`src/acts_pkg.sv`:
```
// Package: shared types, codes and wrap helpers for the alarm clock time-set controller.
package acts_pkg;

	localparam logic [1:0] CMD_TICK   = 2'd0;
	localparam logic [1:0] CMD_MODE   = 2'd1;
	localparam logic [1:0] CMD_ADJUST = 2'd2;

	localparam logic [2:0] MODE_NORMAL    = 3'd0;
	localparam logic [2:0] MODE_SET_HOUR  = 3'd1;
	localparam logic [2:0] MODE_SET_MIN   = 3'd2;
	localparam logic [2:0] MODE_SET_SEC   = 3'd3;
	localparam logic [2:0] MODE_ALARM     = 3'd4;
	localparam logic [2:0] MODE_ALARM_HR  = 3'd5;
	localparam logic [2:0] MODE_ALARM_MIN = 3'd6;
	localparam logic [2:0] MODE_ALARM_SEC = 3'd7;

	localparam logic [15:0] TPS_RESET = 16'd100;
	localparam logic [4:0]  HOUR_LAST = 5'd23;
	localparam logic [5:0]  SIXTY_LAST = 6'd59;

	typedef struct packed {
		logic [1:0] command;
		logic       alarm_sounding;
	} acts_cmd_t;

	typedef struct packed {
		logic [2:0] mode;
		logic [4:0] clock_hour;
		logic [5:0] clock_minute;
		logic [5:0] clock_second;
		logic [4:0] alarm_hour;
		logic [5:0] alarm_minute;
		logic [5:0] alarm_second;
		logic       alarm_armed;
		logic       alarm_off_request;
		logic       alarm_led_clear;
	} acts_res_t;

	typedef struct packed {
		logic [2:0]  mode;
		logic [15:0] tick_count;
		logic [4:0]  time_hour;
		logic [5:0]  time_minute;
		logic [5:0]  time_second;
		logic [4:0]  wake_hour;
		logic [5:0]  wake_minute;
		logic [5:0]  wake_second;
		logic        armed;
	} acts_state_t;

	function automatic logic [4:0] inc_hour(input logic [4:0] v);
		return (v >= HOUR_LAST) ? 5'd0 : v + 5'd1;
	endfunction

	function automatic logic [5:0] inc_sixty(input logic [5:0] v);
		return (v >= SIXTY_LAST) ? 6'd0 : v + 6'd1;
	endfunction

endpackage

```
`src/acts_next.sv`:
```
// Next-state logic: applies one command word to the clock, alarm and mode state.
module acts_next
	import acts_pkg::*;
(
	input  acts_state_t cur,
	input  acts_cmd_t   cmd,
	input  logic [15:0] ticks_per_second,
	output acts_state_t nxt,
	output logic        off_req,
	output logic        led_clear
);

	logic [16:0] tick_inc;
	logic        sec_done;

	assign tick_inc = {1'b0, cur.tick_count} + 17'd1;
	// a zero register behaves as one tick per second
	assign sec_done = (tick_inc >= {1'b0, ticks_per_second});

	always_comb begin
		nxt       = cur;
		off_req   = 1'b0;
		led_clear = 1'b0;
		case (cmd.command)
			CMD_TICK: begin
				if (!(cur.mode inside {[MODE_SET_HOUR:MODE_SET_SEC]})) begin
					if (sec_done) begin
						nxt.tick_count  = '0;
						nxt.time_second = inc_sixty(cur.time_second);
						if (cur.time_second >= SIXTY_LAST) begin
							nxt.time_minute = inc_sixty(cur.time_minute);
							if (cur.time_minute >= SIXTY_LAST)
								nxt.time_hour = inc_hour(cur.time_hour);
						end
					end else begin
						nxt.tick_count = tick_inc[15:0];
					end
				end
			end
			CMD_MODE: begin
				if (cmd.alarm_sounding) begin
					off_req = 1'b1;
				end else begin
					case (cur.mode)
						MODE_SET_SEC: nxt.mode = MODE_NORMAL;
						MODE_ALARM_SEC: begin
							nxt.mode  = MODE_NORMAL;
							nxt.armed = 1'b1;
						end
						default: nxt.mode = cur.mode + 3'd1;
					endcase
				end
			end
			CMD_ADJUST: begin
				if (cmd.alarm_sounding) begin
					off_req = 1'b1;
				end else begin
					case (cur.mode)
						MODE_NORMAL: begin
							nxt.mode  = MODE_ALARM;
							nxt.armed = 1'b0;
							led_clear = 1'b1;
						end
						MODE_SET_HOUR:  nxt.time_hour   = inc_hour(cur.time_hour);
						MODE_SET_MIN:   nxt.time_minute = inc_sixty(cur.time_minute);
						MODE_SET_SEC:   nxt.time_second = inc_sixty(cur.time_second);
						MODE_ALARM:     nxt.mode        = MODE_NORMAL;
						MODE_ALARM_HR:  nxt.wake_hour   = inc_hour(cur.wake_hour);
						MODE_ALARM_MIN: nxt.wake_minute = inc_sixty(cur.wake_minute);
						default:        nxt.wake_second = inc_sixty(cur.wake_second);
					endcase
				end
			end
			default: ;
		endcase
	end

endmodule

```
`src/alarm_clock_time_set_controller_unit.sv`:
```
// Top level of the alarm clock time-set controller.
// Usage:
//  - Command channel (cmd_valid/cmd_stall/cmd): one word per event, a timer tick,
//    a mode-button press or an adjust-button press, plus the alarm-sounding flag.
//  - Result channel (res_valid/res_stall/res): exactly one word per command word,
//    showing mode, clock and alarm time and the armed flag after the event, with
//    the alarm-off-request and lamp-clear pulses for that event.
//  - cfg_we/cfg_wdata write ticks_per_second; write only while the block is idle.
// A command word accepted into the input register is applied to the state as it
// moves into the result register, where its result word becomes valid. One word
// per cycle is sustained while res_stall is low; the next-state logic between the
// input register and the result register is a single pass of small increments.
// Reset clears mode, prescaler, clock and alarm times and the armed flag, and
// sets ticks_per_second to 100; no word is pending afterwards.
// When res_stall holds a word in the result register, the input register keeps
// one more word and cmd_stall rises only once both are full.
module alarm_clock_time_set_controller_unit
	import acts_pkg::*;
(
	input  logic        clk,
	input  logic        arst_n,
	input  logic        cmd_valid,
	output logic        cmd_stall,
	input  acts_cmd_t   cmd,
	output logic        res_valid,
	input  logic        res_stall,
	output acts_res_t   res,
	input  logic        cfg_we,
	input  logic [15:0] cfg_wdata
);

	logic        valid_s1;
	acts_cmd_t   cmd_s1;
	logic        res_valid_q;
	acts_res_t   res_q;
	acts_state_t st_q;
	acts_state_t st_nxt;
	logic [15:0] tps_q;
	logic        off_req;
	logic        led_clear;
	logic        advance;

	assign advance   = valid_s1 && (!res_valid_q || !res_stall);
	assign cmd_stall = valid_s1 && res_valid_q && res_stall;
	assign res_valid = res_valid_q;
	assign res       = res_q;

	acts_next u_next (
		.cur              (st_q),
		.cmd              (cmd_s1),
		.ticks_per_second (tps_q),
		.nxt              (st_nxt),
		.off_req          (off_req),
		.led_clear        (led_clear)
	);

	always_ff @(posedge clk or negedge arst_n) begin
		if (!arst_n) begin
			tps_q <= TPS_RESET;
		end else if (cfg_we) begin
			tps_q <= cfg_wdata;
		end
	end

	always_ff @(posedge clk or negedge arst_n) begin
		if (!arst_n) begin
			valid_s1 <= 1'b0;
		end else if (!cmd_stall) begin
			valid_s1 <= cmd_valid;
		end
	end

	always_ff @(posedge clk) begin
		if (!cmd_stall && cmd_valid)
			cmd_s1 <= cmd;
	end

	always_ff @(posedge clk or negedge arst_n) begin
		if (!arst_n) begin
			st_q        <= '0;
			res_valid_q <= 1'b0;
		end else if (advance) begin
			st_q        <= st_nxt;
			res_valid_q <= 1'b1;
		end else if (!res_stall) begin
			res_valid_q <= 1'b0;
		end
	end

	always_ff @(posedge clk) begin
		if (advance) begin
			res_q.mode              <= st_nxt.mode;
			res_q.clock_hour        <= st_nxt.time_hour;
			res_q.clock_minute      <= st_nxt.time_minute;
			res_q.clock_second      <= st_nxt.time_second;
			res_q.alarm_hour        <= st_nxt.wake_hour;
			res_q.alarm_minute      <= st_nxt.wake_minute;
			res_q.alarm_second      <= st_nxt.wake_second;
			res_q.alarm_armed       <= st_nxt.armed;
			res_q.alarm_off_request <= off_req;
			res_q.alarm_led_clear   <= led_clear;
		end
	end

endmodule

```
`config.mk`:
```
export PLATFORM = sky130hd
export DESIGN_NAME = alarm_clock_time_set_controller_unit
export DESIGN_NICKNAME = d
export VERILOG_FILES = /design/src/acts_pkg.sv /design/src/acts_next.sv /design/src/alarm_clock_time_set_controller_unit.sv
export SDC_FILE = /design/constraint.sdc
export NUM_CORES = 1
export LEC_CHECK = 0
export BUFFER_PORTS_ARGS = -buffer_cell sky130_fd_sc_hd__buf_2
export CAP_MARGIN = 20
export CORE_ASPECT_RATIO = 1.1
export CORE_UTILIZATION = 30
export DETAILED_ROUTE_END_ITERATION = 16
export GPL_TIMING_DRIVEN = 0
export PLACE_DENSITY = 0.5
export RECOVER_POWER = 50
export SETUP_SLACK_MARGIN = 0.1
export SLEW_MARGIN = 20
export SYNTH_ARGS = -nofsm -noshare
export SYNTH_HDL_FRONTEND = slang
export SYNTH_SLANG_ARGS = --single-unit
```
`constraint.sdc`:
```
create_clock -name clk -period 3.5 [get_ports clk]
set_clock_uncertainty 0.1 [all_clocks]
set_input_delay 0.35 -clock clk [delete_from_list [all_inputs] [get_ports clk]]
set_output_delay 0.35 -clock clk [all_outputs]
set_load 0.02 [all_outputs]
```
==> flow_summary.toml, run 1 <==
[routing]
highest_layer = "met4"
vias_per_cell = 4.84
first_pass_iters = 5
wl_per_cell_um = 14.2
m1WireLength_um = 6920
met3_wirelength_um = 552
wl_um = 15200
drc_errors = 0
wl_met2_um = 7650
drt-initial-drc-count = 248
num_vias = 5193
ant_nets = 0

[setup_path]
crit_fanout = 3
critPathKind = "flip-flop to flip-flop"
crit_slowest_cell = "dfrtp_2"
path_common_cell = "o31ai_4"
worstPathArrival_ns = 3.48
end_kind = "flip-flop"
slowest_delay_ns = 0.39
path_cells = "ha_4 > and4_4 > nand4_4 > nor2_4 > nand3_2 > xnor2_2 > ha_1 > a21o_1 > a21oi_2 > o31ai_4 > a221oi_4 > buf_6 > and2_4 > o31ai_4 > a221o_1"
critPathRequiredTime_ns = 3.56
worst_setup_path_start_kind = "flip-flop"

[logic_synthesis]
yosys.area.top_type = "dfrtp_1"
seq_area_frac_synth_pct = 47.7
synth_edf_count = 43
synthCells = 655
post_synth.cell_area_avg_um2 = 9.91
synth_area_leaders = "dfrtp_1 (27%), edfxtp_1 (20%), ha_1 (6.2%)"
ys_seq_elements = 115
syn-cell-area_mm2 = 0.00649
synthArstFlopShare_pct = 62.6
synth_nets = 711
yosys_most_used_dff = "dfrtp_1"
yosysWarnings = 0
synth.distinct_cells = 71
ys_top_cells_by_count = "nand2_1 (87), dfrtp_1 (69), o21ai_0 (59)"
synth_top_area_share_pct = 26.6
yosysMostFrequentCell = "nand2_1"

[placement]
place_congestion = 0.806
dpl.hpwl_um = 10300
pre_cts_slack_ns = -0.495
portBuffers = 65
dp_cells = 1011

[pwr]
power_frac_comb_pct = 27.6
p_clk_share_pct = 34.4
p_leak_uw = 0.00348
p_sw_share_pct = 32.3
p_sw_uw = 1480
peakVddDrop_uv = 338
powerDensity_mw_per_mm2 = 556
intPower_uw = 3100
pwr-share-seq_pct = 37.9

[global_routing]
grt_usage_pct = 14.6
grt_max_degree = 50
grt_pass1_vias = 5083
antenna_found_initial = 0
overflow = 0
grt_pass1_wl_um = 25300

[sta]
fin_crit_ns = 3.42
clock.fmax_mhz = 292
drv_slew = 26
slew-limit-headroom_pct = -7.96
min_period_over_period_pct = 97.7
rsz0062_at_grt = "true"
worstMarginPinSlew_ns = 1.62
setup_violations = 0
layout_setup_ws_ns = 0.0806
final_hold_viol_count = 0

[die]
coreArea_mm2 = 0.0213
ios = 66
dieArea_mm2 = 0.0222
die_w_um = 142
initial_core_util_pct = 30.5
die_y_um = 156
rows = 56

[clocking]
clk_latency_ns = 0.42
clock_path_buffers = 2
numCtsBuffers = 17
cts.clk_slew.worst_paths_ns = 0.05
cts_tree = "built"
clkSinkCount = 115
cts_root_buf = "clkbuf_16"
ctsHtreeMaxLevel = 4

[job]
drv_cap = 1

[cells_and_area]
drive_gt1_share_pct = 21.0
num_antenna_cells = 0
syn2layout_area_growth_pct = 26.6
fin_cells = 1074
nNetsFinal = 827

[outcome]
violations = "capacitance limit, slew limit"
outcome = "finished, violations left"

[worst_hold_path]
hold_path_class = "input port to flip-flop"
## logic make-up after synthesis
kind of cell / synth area share, %
buffers and inverters: 3.74
muxes: 3.68
adders and majority gates: 6.32
and+or+nand+nor: 18.5
DFF: 47.7
AOI/OAI and AO/OA: 17.6
xor gates and xnor gates: 2.43
## cell usage in the layout (no fill, tap or decap), types with 30 or more instances in the layout
cell      netlist  final
buf_2           5     37
clkbuf_1       19     53
dfrtp_1        69     67
edfxtp_1       43     43
ha_1           32     31
inv_1          30     30
nand2_1        87     86
nand3_1        38     33
nor2_1         38     35
o21ai_0        59     57
## worst max-delay path: cells and delay by family, from the launching register on
kind	cells	cell delay, ns
simple gates	5	0.79
fa+ha+maj	2	0.44
flops	1	0.39
buf+inv	1	0.16
xor+xnor	1	0.15
compound gates	6	1.12
## sequential cells by signal, indices dropped and copies added (netlist names)
name,flops
st_q,54
res,40
tps_q,16
cmd_s1,3
res_valid,1
valid_s1,1
## timing repair
item / CTS / global route
hold buffers: 3 / 0
gates resized for setup: 19 / 30
setup buffers: 23 / 4
pin swaps: 19 / 15
setup endpoints to repair: 49 / 42
gates cloned: 1 / 0
hold endpoints to repair: 26 / 0
## path summary, 6_finish.rpt
check	from	endpoint	slack [ns]	cells past startpoint
worst min register to register	st_q[0]	st_q[0]	0.38	2
min in group asynchronous	arst_n	st_q[6]	0.78	2
max in group asynchronous	arst_n	tps_q[6]	1.50	3
worst max register to register	st_q[35]	res[22]	0.08	15
worst max-delay path	st_q[35]	res[22]	0.08	15
worst min-delay path	cmd[1]	cmd_s1[1]	0.02	1
## final cells by class
type / count / area [µm²]
repair buffers: 97 / 601
well taps: 290 / 363
flip-flops and latches: 115 / 3100
clock inverters: 11 / 91.3
plain buffers: 28 / 145
fillers: 2162 / 13100
multi-input cells: 481 / 3360
clock buffers: 21 / 440
inverters: 31 / 116
## layer usage
| metal | up-vias | global-route usage [%] |
|---|---|---|
| met5 | - | 0 |
| li1 | 2636 | - |
| met3 | 6 | 3.67 |
| met4 | 0 | 4.20 |
| met2 | 88 | 25.4 |
| met1 | 2463 | 17.7 |
## power by group through the flow
stage	clock (µW)	sequential [µW]	combinational, µW
after detailed placement	0	1760	1100
after CTS	1620	1730	1210
after global routing	1680	1760	1410
final	1570	1740	1260
after floorplan	0	1810	742
after global placement	0	1770	1090
## through the flow
stage                     utilization (%)  TNS, ns  instance area [µm²]  hold slack [ns]  power (µW)
after CTS                            37.9        0                 8070          0.00513        4560
after floorplan                         -        0                 6520          -0.0456        2550
after global routing                 38.6   -0.651                 8220         0.000958        4850
after global placement               33.8   -36.92                 7210            0.364        2860
final                                38.6        0                 8220           0.0204        4570
after detailed placement             34.0   -10.19                 7240            0.206        2870
(Power assumes the default switching activity.)
==> run 2: changes to the inputs <==
==> constraint.sdc (replaced) <==
create_clock -name clk -period 3.5 [get_ports clk]
set_clock_uncertainty 0.1 [all_clocks]
set_input_delay 0.7 -clock clk [delete_from_list [all_inputs] [get_ports clk]]
set_output_delay 0.7 -clock clk [all_outputs]
set_load 0.02 [all_outputs]
==> run 2 against run 1 <==
Against the previous run: the flow now finishes without violations; global-route usage about the same; total power decreased by 0.20%; sequential power about the same; die area unchanged; hold slack improved by 0.34 ns; critical path depth unchanged; cell area decreased by 0.61%; clock-buffer cell count unchanged; non-clock buffer count decreased by 3; cell count decreased by 0.28%; clock power about the same.
==> flow_summary.toml, run 2 (synthesized netlist as in run 1, its figures left out) <==
[outcome]
outcome = "finished clean"

[cells_and_area]
final_util_pct = 38.3
nNetsFinal = 824
largest_reg_flops = 54
final_cell_mix = "nand2_1 (86), dfrtp_1 (67), o21ai_0 (57)"
final_area_mm2 = 0.00817
drive_gt1_share_pct = 21.4
syn2layout_area_growth_pct = 25.8
final_common_cell = "nand2_1"
num_antenna_cells = 0
regMostFlops = "st_q"

[global_routing]
grt_pass1_vias = 5081
grt_pass1_wl_um = 25200
overflow = 0
antenna_found_initial = 0
grt_usage_pct = 14.6
grt_max_degree = 50

[placement]
portBuffers = 65
pre_cts_slack_ns = -0.495
dpl.hpwl_um = 10300
place_area_mm2 = 0.00724
place_congestion = 0.806

[pwr]
pwr-share-seq_pct = 38.0
p_sw_uw = 1470
powerDensity_mw_per_mm2 = 559
p_sw_share_pct = 32.2
p_clk_share_pct = 34.4
peakVddDrop_uv = 334
p_leak_uw = 0.00346
intPower_uw = 3090
power_frac_comb_pct = 27.6

[clocking]
clock_path_buffers = 2
clk_latency_ns = 0.41
numCtsBuffers = 17
cts_tree = "built"
ctsHtreeMaxLevel = 4
clkSinkCount = 115
cts_hold_buffers = 0
cts.clk_slew.worst_paths_ns = 0.05
cts_root_buf = "clkbuf_16"

[setup_path]
worst_setup_path_start_kind = "flip-flop"
slowest_delay_ns = 0.39
end_kind = "flip-flop"
critPathRequiredTime_ns = 3.55
critPathKind = "flip-flop to flip-flop"
worstPathArrival_ns = 3.48
crit_slowest_cell = "dfrtp_2"
path_cells = "buf_4 > nand2_2 > nor3_4 > buf_6 > nand3_1 > xnor2_2 > ha_1 > nand4_1 > nor4_4 > a221oi_4 > buf_6 > buf_4 > nand3_1 > o31ai_4 > a221o_1"
crit_fanout = 5

[sta]
final_hold_viol_count = 0
clock.fmax_mhz = 291
layout_setup_ws_ns = 0.0686
fin_crit_ns = 3.43
min_period_over_period_pct = 98.0
tns_ns = 0
slew-limit-headroom_pct = 1.93
worstMarginPinSlew_ns = 1.47
rsz0062_at_grt = "true"
setup_violations = 0
drv_slew = 0

[die]
die_w_um = 142
ios = 66
initial_core_util_pct = 30.5
coreArea_mm2 = 0.0213
die_y_um = 156
rows = 56
dieArea_mm2 = 0.0222

[routing]
num_vias = 5168
vias_per_cell = 4.83
wl_met2_um = 7700
met3_wirelength_um = 496
highest_layer = "met4"
drc_errors = 0
first_pass_iters = 4
m1WireLength_um = 6890
wl_per_cell_um = 14.1
wl_um = 15100
drt-initial-drc-count = 258
ant_nets = 0

[worst_hold_path]
hold_path_class = "input port to flip-flop"

[job]
drv_cap = 0
-- run 2: cell count changes in the layout (fill, tap and decap cells not counted) --
cell	delta
dlygate4sd3_1	-3
buf_2	+2
clkbuf_2	+1
buf_16	-1
clkbuf_1	-2
-- run 2: critical path: cells and delay by family, from the launching register on --
kind | cells | cell delay [ns]
AND/OR/NAND/NOR | 6 | 1.10
buffers and inverters | 4 | 0.57
AO/OA/AOI/OAI | 3 | 0.55
flip-flops | 1 | 0.39
adder cells (fa/ha/maj) | 1 | 0.28
XOR/XNOR | 1 | 0.18
-- run 2: final cells by class --
cell class	instances	area, µm²
clock buffers	21	440
inverters	31	116
plain buffers	28	145
well taps	290	363
repair buffers	94	551
clock inverters	11	91.3
fillers	2166	13100
multi-input cells	481	3360
flip-flops and latches	115	3100
-- run 2: metal layers --
layer  vias up  GRT usage, %
met5         -             0
met2        84          25.4
met3         4          3.67
met1      2455          17.6
li1       2625             -
met4         0          4.20
-- run 2: what timing repair did --
| action | CTS | global route |
|---|---|---|
| endpoints found under the setup margin | 49 | 42 |
| resized for setup | 19 | 30 |
| setup buffers | 23 | 4 |
| cloned | 1 | 0 |
| pin swaps | 19 | 15 |
-- run 2: stage by stage --
stage	std cells	power (µW)	hold WS, ns
floorplan	655	2550	0.304
detailed placement	1011	2870	0.369
global route	1071	4840	0.341
finish	1071	4560	0.361
global placement	1010	2860	0.364
CTS	1067	4550	0.108
-- run 2: worst paths after layout --
path	from	end	slack [ns]	cells after the start
worst max register to register	st_q[35]	res[22]	0.07	15
max in group asynchronous	arst_n	st_q[35]	0.67	2
min in group asynchronous	arst_n	st_q[6]	0.52	1
worst min register to register	st_q[0]	st_q[0]	0.38	2
worst max-delay path	st_q[35]	res[22]	0.07	15
worst min-delay path	cmd[0]	cmd_s1[0]	0.36	1
-- run 2: power groups by stage --
stage	registers (µW)	clock network [µW]	logic (µW)
after floorplan	1810	0	742
after global placement	1770	0	1090
after detailed placement	1760	0	1100
after CTS	1730	1620	1210
after global routing	1760	1680	1410
final	1740	1570	1260
